[src/rtl/pbump_pkg.sv]
// Shared types, codes and constants of the page bump allocator.
package pbump_pkg;

  localparam int unsigned PageBytesDefault = 4096;

  localparam logic [63:0] LowLimit   = 64'h0000_0000_0010_0000;
  localparam logic [31:0] TypeUsable = 32'd1;

  typedef enum logic [1:0] {
    KIND_CLEAR = 2'd0,
    KIND_ENTRY = 2'd1,
    KIND_ALLOC = 2'd2
  } kind_e;

  typedef enum logic [1:0] {
    STATUS_OK      = 2'd0,
    STATUS_IGNORED = 2'd1,
    STATUS_REFUSED = 2'd2
  } status_e;

  typedef struct packed {
    logic [1:0]  kind;
    logic [63:0] map_base;
    logic [63:0] map_length;
    logic [31:0] map_type;
    logic [31:0] request_size;
  } item_t;

  typedef struct packed {
    logic [1:0]  status;
    logic [31:0] grant_address;
    logic [31:0] region_start;
    logic [31:0] region_size;
    logic [31:0] bytes_used;
  } result_t;

endpackage

[src/rtl/pbump_in_if.sv]
// Input channel of the page bump allocator.
interface pbump_in_if;
  logic        valid;
  logic        ready;
  logic [1:0]  kind;
  logic [63:0] map_base;
  logic [63:0] map_length;
  logic [31:0] map_type;
  logic [31:0] request_size;

  modport source (output valid, kind, map_base, map_length, map_type, request_size,
                  input ready);
  modport sink (input valid, kind, map_base, map_length, map_type, request_size,
                output ready);
endinterface

[src/rtl/pbump_out_if.sv]
// Result channel of the page bump allocator.
interface pbump_out_if;
  logic        valid;
  logic        ready;
  logic [1:0]  status;
  logic [31:0] grant_address;
  logic [31:0] region_start;
  logic [31:0] region_size;
  logic [31:0] bytes_used;

  modport source (output valid, status, grant_address, region_start, region_size,
                  bytes_used, input ready);
  modport sink (input valid, status, grant_address, region_start, region_size,
                bytes_used, output ready);
endinterface

[src/rtl/pbump_in_reg.sv]
// Input register stage that holds one accepted word for the core.
module pbump_in_reg
  import pbump_pkg::*;
(
  input  logic       clk_i,
  input  logic       rst_ni,
  pbump_in_if.sink   in_i,
  output logic       item_valid_o,
  output item_t      item_o,
  input  logic       item_ready_i
);

  logic  full_q, full_d;
  item_t item_q;
  logic  in_fire;

  assign in_i.ready   = !full_q || item_ready_i;
  assign in_fire      = in_i.valid && in_i.ready;
  assign full_d       = in_fire || (full_q && !item_ready_i);
  assign item_valid_o = full_q;
  assign item_o       = item_q;

  always_ff @(posedge clk_i or negedge rst_ni) begin
    if (!rst_ni) begin
      full_q <= 1'b0;
    end else begin
      full_q <= full_d;
    end
  end

  always_ff @(posedge clk_i) begin
    if (in_fire) begin
      item_q <= '{kind:         in_i.kind,
                  map_base:     in_i.map_base,
                  map_length:   in_i.map_length,
                  map_type:     in_i.map_type,
                  request_size: in_i.request_size};
    end
  end

endmodule

[src/rtl/pbump_core.sv]
// Region state, entry selection and allocation logic with the result register.
module pbump_core
  import pbump_pkg::*;
#(
  parameter int unsigned PAGE_BYTES = PageBytesDefault
) (
  input  logic       clk_i,
  input  logic       rst_ni,
  input  logic       item_valid_i,
  input  item_t      item_i,
  output logic       item_ready_o,
  pbump_out_if.source out_o
);

  localparam logic [31:0] PageMask = 32'(PAGE_BYTES - 1);

  logic [31:0] base_q, base_d;
  logic [31:0] cap_q, cap_d;
  logic [31:0] used_q, used_d;
  logic        valid_q;
  result_t     res_q, res_d;
  logic        advance;

  logic [31:0] ubase;
  logic [32:0] rem33;
  logic        clip;
  logic [31:0] usize;
  logic [32:0] bsum;
  logic [31:0] abase;
  logic [31:0] lead;
  logic [31:0] net_size;
  logic        keep;
  logic        entry_ok;
  logic [32:0] ssum;
  logic [31:0] asize;
  logic [31:0] space;
  logic        alloc_ok;

  assign item_ready_o = !valid_q || out_o.ready;
  assign advance      = item_valid_i && item_ready_o;

  always_comb begin
    ubase    = item_i.map_base[31:0];
    keep     = (item_i.map_type == TypeUsable) && (item_i.map_base >= LowLimit) &&
               (item_i.map_base[63:32] == 32'd0);
    rem33    = 33'h1_0000_0000 - {1'b0, ubase};
    clip     = (item_i.map_length[63:32] != 32'd0) ||
               ({1'b0, item_i.map_length[31:0]} >= rem33);
    usize    = clip ? rem33[31:0] : item_i.map_length[31:0];
    bsum     = {1'b0, ubase} + {1'b0, PageMask};
    abase    = bsum[31:0] & ~PageMask;
    lead     = abase - ubase;
    net_size = usize - lead;
    entry_ok = keep && !bsum[32] && (abase != 32'd0) && (lead < usize) &&
               (net_size > cap_q);

    ssum     = {1'b0, item_i.request_size} + {1'b0, PageMask};
    asize    = ssum[31:0] & ~PageMask;
    space    = cap_q - used_q;
    alloc_ok = (cap_q != 32'd0) && (item_i.request_size != 32'd0) && !ssum[32] &&
               (asize != 32'd0) && (used_q <= cap_q) && (asize <= space);
  end

  always_comb begin
    base_d = base_q;
    cap_d  = cap_q;
    used_d = used_q;
    res_d.status        = STATUS_IGNORED;
    res_d.grant_address = 32'd0;
    unique case (item_i.kind)
      KIND_CLEAR: begin
        base_d       = 32'd0;
        cap_d        = 32'd0;
        used_d       = 32'd0;
        res_d.status = STATUS_OK;
      end
      KIND_ENTRY: begin
        if (entry_ok) begin
          base_d       = abase;
          cap_d        = net_size & ~PageMask;
          res_d.status = STATUS_OK;
        end
      end
      KIND_ALLOC: begin
        if (alloc_ok) begin
          res_d.grant_address = base_q + used_q;
          used_d              = used_q + asize;
          res_d.status        = STATUS_OK;
        end else begin
          res_d.status = STATUS_REFUSED;
        end
      end
      default: begin
        res_d.status = STATUS_IGNORED;
      end
    endcase
    res_d.region_start = base_d;
    res_d.region_size  = cap_d;
    res_d.bytes_used   = used_d;
  end

  always_ff @(posedge clk_i or negedge rst_ni) begin
    if (!rst_ni) begin
      base_q  <= 32'd0;
      cap_q   <= 32'd0;
      used_q  <= 32'd0;
      valid_q <= 1'b0;
    end else begin
      if (advance) begin
        base_q  <= base_d;
        cap_q   <= cap_d;
        used_q  <= used_d;
        valid_q <= 1'b1;
      end else if (out_o.ready) begin
        valid_q <= 1'b0;
      end
    end
  end

  always_ff @(posedge clk_i) begin
    if (advance) begin
      res_q <= res_d;
    end
  end

  assign out_o.valid         = valid_q;
  assign out_o.status        = res_q.status;
  assign out_o.grant_address = res_q.grant_address;
  assign out_o.region_start  = res_q.region_start;
  assign out_o.region_size   = res_q.region_size;
  assign out_o.bytes_used    = res_q.bytes_used;

  assert property (@(posedge clk_i) disable iff (!rst_ni) used_q <= cap_q)
    else $error("Used bytes exceed the region capacity.");

  assert property (@(posedge clk_i) disable iff (!rst_ni) (cap_q & PageMask) == 32'd0)
    else $error("Region capacity is not a whole number of pages.");

  assert property (@(posedge clk_i) disable iff (!rst_ni)
                   advance && (item_i.kind == KIND_CLEAR) |=>
                   (cap_q == 32'd0) && (used_q == 32'd0) && (base_q == 32'd0))
    else $error("Clear word did not empty the region.");

  assert property (@(posedge clk_i) disable iff (!rst_ni)
                   valid_q && (res_q.grant_address != 32'd0) |->
                   (res_q.status == STATUS_OK))
    else $error("Grant address reported without a grant.");

endmodule

[src/rtl/page_bump_allocator_top.sv]
// The page bump allocator accepts one word per cycle while its results are taken. Each word
// is held in the input register and its result in the result register, with all region and
// allocation logic between them. While a finished result waits to be taken, the input side
// takes one more word into the input register and then holds ready low until the result is
// taken. Input ready follows result ready within the same cycle.
module page_bump_allocator_top
  import pbump_pkg::*;
#(
  parameter int unsigned PAGE_BYTES = PageBytesDefault
) (
  input  logic        clk_i,
  input  logic        rst_ni,
  pbump_in_if.sink    in_i,
  pbump_out_if.source out_o
);

  logic  item_valid;
  logic  item_ready;
  item_t item;

  pbump_in_reg u_in_reg (
    .clk_i        (clk_i),
    .rst_ni       (rst_ni),
    .in_i         (in_i),
    .item_valid_o (item_valid),
    .item_o       (item),
    .item_ready_i (item_ready)
  );

  pbump_core #(
    .PAGE_BYTES (PAGE_BYTES)
  ) u_core (
    .clk_i        (clk_i),
    .rst_ni       (rst_ni),
    .item_valid_i (item_valid),
    .item_i       (item),
    .item_ready_o (item_ready),
    .out_o        (out_o)
  );

endmodule
[src/flat_wrapper.sv]
// flat-port wrapper written by rule: the top's interface ports become plain ports
module page_bump_allocator_top_flat import pbump_pkg::*;
#(
  parameter int unsigned PAGE_BYTES = PageBytesDefault
)
  (clk_i, rst_ni, in_i_valid, in_i_kind, in_i_map_base, in_i_map_length, in_i_map_type, in_i_request_size, in_i_ready, out_o_valid, out_o_status, out_o_grant_address, out_o_region_start, out_o_region_size, out_o_bytes_used, out_o_ready);
  pbump_in_if in_i_i ();
  pbump_out_if out_o_i ();
  input  logic clk_i;
  input  logic rst_ni;
  input wire logic [$bits(in_i_i.valid)-1:0] in_i_valid;
  input wire logic [$bits(in_i_i.kind)-1:0] in_i_kind;
  input wire logic [$bits(in_i_i.map_base)-1:0] in_i_map_base;
  input wire logic [$bits(in_i_i.map_length)-1:0] in_i_map_length;
  input wire logic [$bits(in_i_i.map_type)-1:0] in_i_map_type;
  input wire logic [$bits(in_i_i.request_size)-1:0] in_i_request_size;
  output wire logic [$bits(in_i_i.ready)-1:0] in_i_ready;
  output wire logic [$bits(out_o_i.valid)-1:0] out_o_valid;
  output wire logic [$bits(out_o_i.status)-1:0] out_o_status;
  output wire logic [$bits(out_o_i.grant_address)-1:0] out_o_grant_address;
  output wire logic [$bits(out_o_i.region_start)-1:0] out_o_region_start;
  output wire logic [$bits(out_o_i.region_size)-1:0] out_o_region_size;
  output wire logic [$bits(out_o_i.bytes_used)-1:0] out_o_bytes_used;
  input wire logic [$bits(out_o_i.ready)-1:0] out_o_ready;
  assign in_i_i.valid = in_i_valid;
  assign in_i_i.kind = in_i_kind;
  assign in_i_i.map_base = in_i_map_base;
  assign in_i_i.map_length = in_i_map_length;
  assign in_i_i.map_type = in_i_map_type;
  assign in_i_i.request_size = in_i_request_size;
  assign in_i_ready = in_i_i.ready;
  assign out_o_valid = out_o_i.valid;
  assign out_o_status = out_o_i.status;
  assign out_o_grant_address = out_o_i.grant_address;
  assign out_o_region_start = out_o_i.region_start;
  assign out_o_region_size = out_o_i.region_size;
  assign out_o_bytes_used = out_o_i.bytes_used;
  assign out_o_i.ready = out_o_ready;
  page_bump_allocator_top #(.PAGE_BYTES(PAGE_BYTES)) u_core (.clk_i(clk_i), .rst_ni(rst_ni), .in_i(in_i_i), .out_o(out_o_i));
endmodule
[config.mk]
export PLATFORM = sky130hd
export DESIGN_NAME = page_bump_allocator_top_flat
export DESIGN_NICKNAME = d
export VERILOG_FILES = /design/src/rtl/pbump_pkg.sv /design/src/rtl/pbump_in_if.sv /design/src/rtl/pbump_out_if.sv /design/src/rtl/pbump_in_reg.sv /design/src/rtl/pbump_core.sv /design/src/rtl/page_bump_allocator_top.sv /design/src/flat_wrapper.sv
export SDC_FILE = /design/constraint.sdc
export NUM_CORES = 1
export LEC_CHECK = 0
export BUFFER_PORTS_ARGS = -buffer_cell sky130_fd_sc_hd__buf_4
export CORE_MARGIN = 2
export CORE_UTILIZATION = 50
export CTS_CLUSTER_DIAMETER = 150
export DETAILED_ROUTE_END_ITERATION = 16
export GPL_TIMING_DRIVEN = 0
export PLACE_DENSITY = 0.83
export REMOVE_ABC_BUFFERS = 1
export SLEW_MARGIN = 0
export SYNTH_ARGS = -nofsm -noshare
export SYNTH_HDL_FRONTEND = slang
export SYNTH_HIERARCHICAL = 1
export SYNTH_SLANG_ARGS = --single-unit
[constraint.sdc]
create_clock -name clk_i -period 12 [get_ports clk_i]
set_clock_uncertainty 0.1 [all_clocks]
set_input_delay 1.2 -clock clk_i [delete_from_list [all_inputs] [get_ports clk_i]]
set_output_delay 1.2 -clock clk_i [all_outputs]
set_load 0.01 [all_outputs]
==> results.yml <==
floorplanning:
  io_pins: 330
  dieHeight_um: 228
  die-area_mm2: 0.0522
  die_w_um: 228
  coreArea_mm2: 0.0500
  placementRows: 82
  initial_core_util_pct: 50.4
route:
  drtPass1Iterations: 6
  wirelength_mm: 69.1
  postRouteAntennaNets: 0
  route.detailed.drc: 0
  viasPerCell: 5.82
  vias: 19600
  first_iter_violations: 1456
  wl_per_cell_um: 20.5
cells_and_area:
  finish.utilization_pct: 60.0
  nNetsFinal: 3079
  drive_gt1_share_pct: 16.8
  area_delta_synth_final_pct: 18.9
  n_antenna_cell: 0
global_routing:
  grt_usage_pct: 25.9
  overflow: 0
  antenna_found_initial: 0
  grt_max_degree: 99
  grt_pass1_wl_mm: 107
  grt_pass1_vias: 19800
min_path:
  hold_class: "reg -> reg"
synthesis:
  synth_cell_types: 88
  yosys_warnings: 6
  syn_inst: 2334
  synth-edff-count: 324
  synth-async-reset-ratio_pct: 23.2
  yosys_most_used_dff: "edfxtp_1"
  synth_top_area_share_pct: 38.6
  synth-seq-cells: 422
  netlist_area_mm2: 0.0252
  ys_top_cells_by_count: "324 x edfxtp_1, 217 x ha_1, 168 x inv_1, 152 x nand2_1, 129 x nor2_1"
  synth.avg_cell_area_um2: 10.8
  yosysMostFrequentCell: "edfxtp_1"
  yosys.area.top_type: "edfxtp_1"
  seq_area_frac_synth_pct: 48.4
  synth_area_leaders: "edfxtp_1 39%, ha_1 11%, dfrtp_1 9.7%"
timing:
  fin_crit_ns: 11.34
  max_freq_mhz: 88.2
  hold_viol: 0
  worstMarginPinSlew_ns: 1.33
  slew_headroom_pct: 11.1
  hold_ws_ns: 0.422
  setup_violations: 0
  fin_crit_sh_pct: 94.5
  rsz0062_at_grt: "false"
  drv_slew: 0
clock_tree:
  numCtsBuffers: 44
  cts_root_buf: "clkbuf_16"
  clk_latency_ns: 0.59
  cts_tree: "done"
  h-tree-depth: 2
  hold_buffers: 0
  clkSinkCount: 422
  clockBufferDepth: 3
  path_clk_slew_ns: 0.06
power_and_ir_drop:
  combPwrFrac_pct: 38.4
  p_per_area_mw_per_mm2: 171
  ir_drop_mv: 0.131
  sequentialPowerShare_pct: 35.6
  p_leak_uw: 0.0127
  p_sw_uw: 1810
  swShare_pct: 35.2
  power_uw: 5130
  clockPowerShare_pct: 26.0
  p_int_uw: 3330
worst_setup_path:
  path_class: "reg -> reg"
  crit_fanout: 29
  critPathMaxStageDelay_ns: 0.58
  cp-end-kind: "flip-flop"
  crit_arrival_ns: 11.71
  cp.required_ns: 12.37
  cp-start-kind: "flip-flop"
  crit_slowest_cell: "a211oi_4"
placed_design:
  io_buffers: 329
  hpwl_mm: 53.9
  place_congestion: 0.927
outcome:
  outcome: "complete, no violations"
run:
  maxCapViolations: 0
through the flow:
| step | std cells | setup slack, ns | instance area [µm²] | setup TNS (ns) |
|---|---|---|---|---|
| after floorplan | 2269 | -0.726 | 24900 | -71.71 |
| after global placement | 3270 | -4.10 | 28200 | -481.96 |
| after detailed placement | 3280 | 0.0793 | 28500 | 0 |
| after CTS | 3359 | 0.000227 | 29900 | 0 |
| after global routing | 3366 | 0.0241 | 30000 | 0 |
| final | 3366 | 0.658 | 30000 | 0 |
routing by layer:
layer | up-vias | GRT usage, % | share of wire [%]
met2 | 713 | 45.3 | 49
met1 | 9387 | 31.8 | 41
met4 | 0 | 9.19 | 3.4
li1 | 9360 | - | -
met5 | - | 0 | 0
met3 | 114 | 5.30 | 6.5
cell usage in the layout, fill, tap and decap left out, drive strengths merged, types with 16 or more instances in the layout:
| cell type | n |
|---|---|
| a21oi | 121 |
| o21a | 18 |
| and2 | 60 |
| nor2 | 131 |
| xor2 | 73 |
| edfxtp | 324 |
| buf | 345 |
| nand2 | 153 |
| nor4 | 68 |
| ha | 217 |
| nand2b | 23 |
| nand3 | 58 |
| nand4 | 51 |
| a21o | 82 |
| a31oi | 18 |
| nor2b | 25 |
| a22o | 61 |
| o21ai | 114 |
| dfrtp | 98 |
| o211ai | 17 |
| o21bai | 16 |
| mux2i | 40 |
| inv | 175 |
| clkbuf | 54 |
| nor3 | 43 |
| xnor2 | 107 |
worst paths after layout:
kind                                                         endpoint  cells past startpoint  slack (ns)                                   from
worst max-delay path             u_core/u_core/base_q[30]$_DFFE_PN0P_                     43        0.66  u_core/u_in_reg/item_o[128]$_DFFE_PP_
worst min-delay path              u_core/u_core/base_q[8]$_DFFE_PN0P_                      1        0.42    u_core/u_core/base_q[8]$_DFFE_PN0P_
worst max register to register   u_core/u_core/base_q[30]$_DFFE_PN0P_                     43        0.66  u_core/u_in_reg/item_o[128]$_DFFE_PP_
worst min register to register    u_core/u_core/base_q[8]$_DFFE_PN0P_                      1        0.42    u_core/u_core/base_q[8]$_DFFE_PN0P_
max in group asynchronous       u_core/u_core/out_o.valid$_DFFE_PN0P_                      2       10.85                                 rst_ni
min in group asynchronous         u_core/u_core/base_q[6]$_DFFE_PN0P_                      2        0.53                                 rst_ni
power groups by stage:
| stage | registers [µW] | clock network (µW) | logic, µW |
|---|---|---|---|
| floorplan | 1850 | 0 | 1360 |
| global placement | 1860 | 0 | 1850 |
| detailed placement | 1860 | 0 | 1930 |
| CTS | 1830 | 1360 | 1940 |
| global route | 1840 | 1420 | 2170 |
| finish | 1830 | 1330 | 1970 |
logic make-up (layout without fill, tap and decap cells):
kind of cell             after synthesis  count (layout)  share of synthesized area, %
AND/OR/NAND/NOR                      681             681                          14.1
AO/OA/AOI/OAI                        552             553                          14.8
flip-flops                           422             422                          48.4
buffers and inverters                237             596                          3.76
adder cells (fa/ha/maj)              220             220                          11.0
XOR/XNOR                             180             180                          6.26
multiplexers                          42              42                          1.68
layout make-up:
| class | instances | area, µm² |
|---|---|---|
| Inverter | 172 | 651 |
| Clock inverter | 25 | 228 |
| Clock buffer | 54 | 1170 |
| Tap cell | 672 | 841 |
| Sequential cell | 422 | 12200 |
| Fill cell | 4018 | 20000 |
| Multi-Input combinational cell | 1676 | 12100 |
| Timing Repair Buffer | 345 | 2760 |
worst max-delay path, delay by kind of cell (launching register included):
family	cells	cell delay [ns]
adders and majority gates	4	1.26
and+or+nand+nor	10	2.21
buffers and inverters	4	0.83
muxes	1	0.11
xor gates and xnor gates	2	0.45
AOI/OAI and AO/OA	22	5.74
DFF	1	0.50
flip-flops by register name (all words and copies together), names as in the netlist:
signal,count
u_core/u_core/out_o.region_size,32
u_core/u_core/out_o.status,2
u_core/u_core/out_o.valid,1
u_core/u_in_reg/item_o,194
u_core/u_core/out_o.grant_address,32
u_core/u_core/used_q,32
u_core/u_core/out_o.bytes_used,32
u_core/u_in_reg/item_valid_o,1
u_core/u_core/base_q,32
u_core/u_core/out_o.region_start,32
u_core/u_core/cap_q,32
what timing repair did:
item / 4_1_cts / 5_1_grt
resized for setup: 0 / 4
buffers inserted: 0 / 5
setup endpoints to repair: 0 / 116
(Power assumes the default switching activity.)
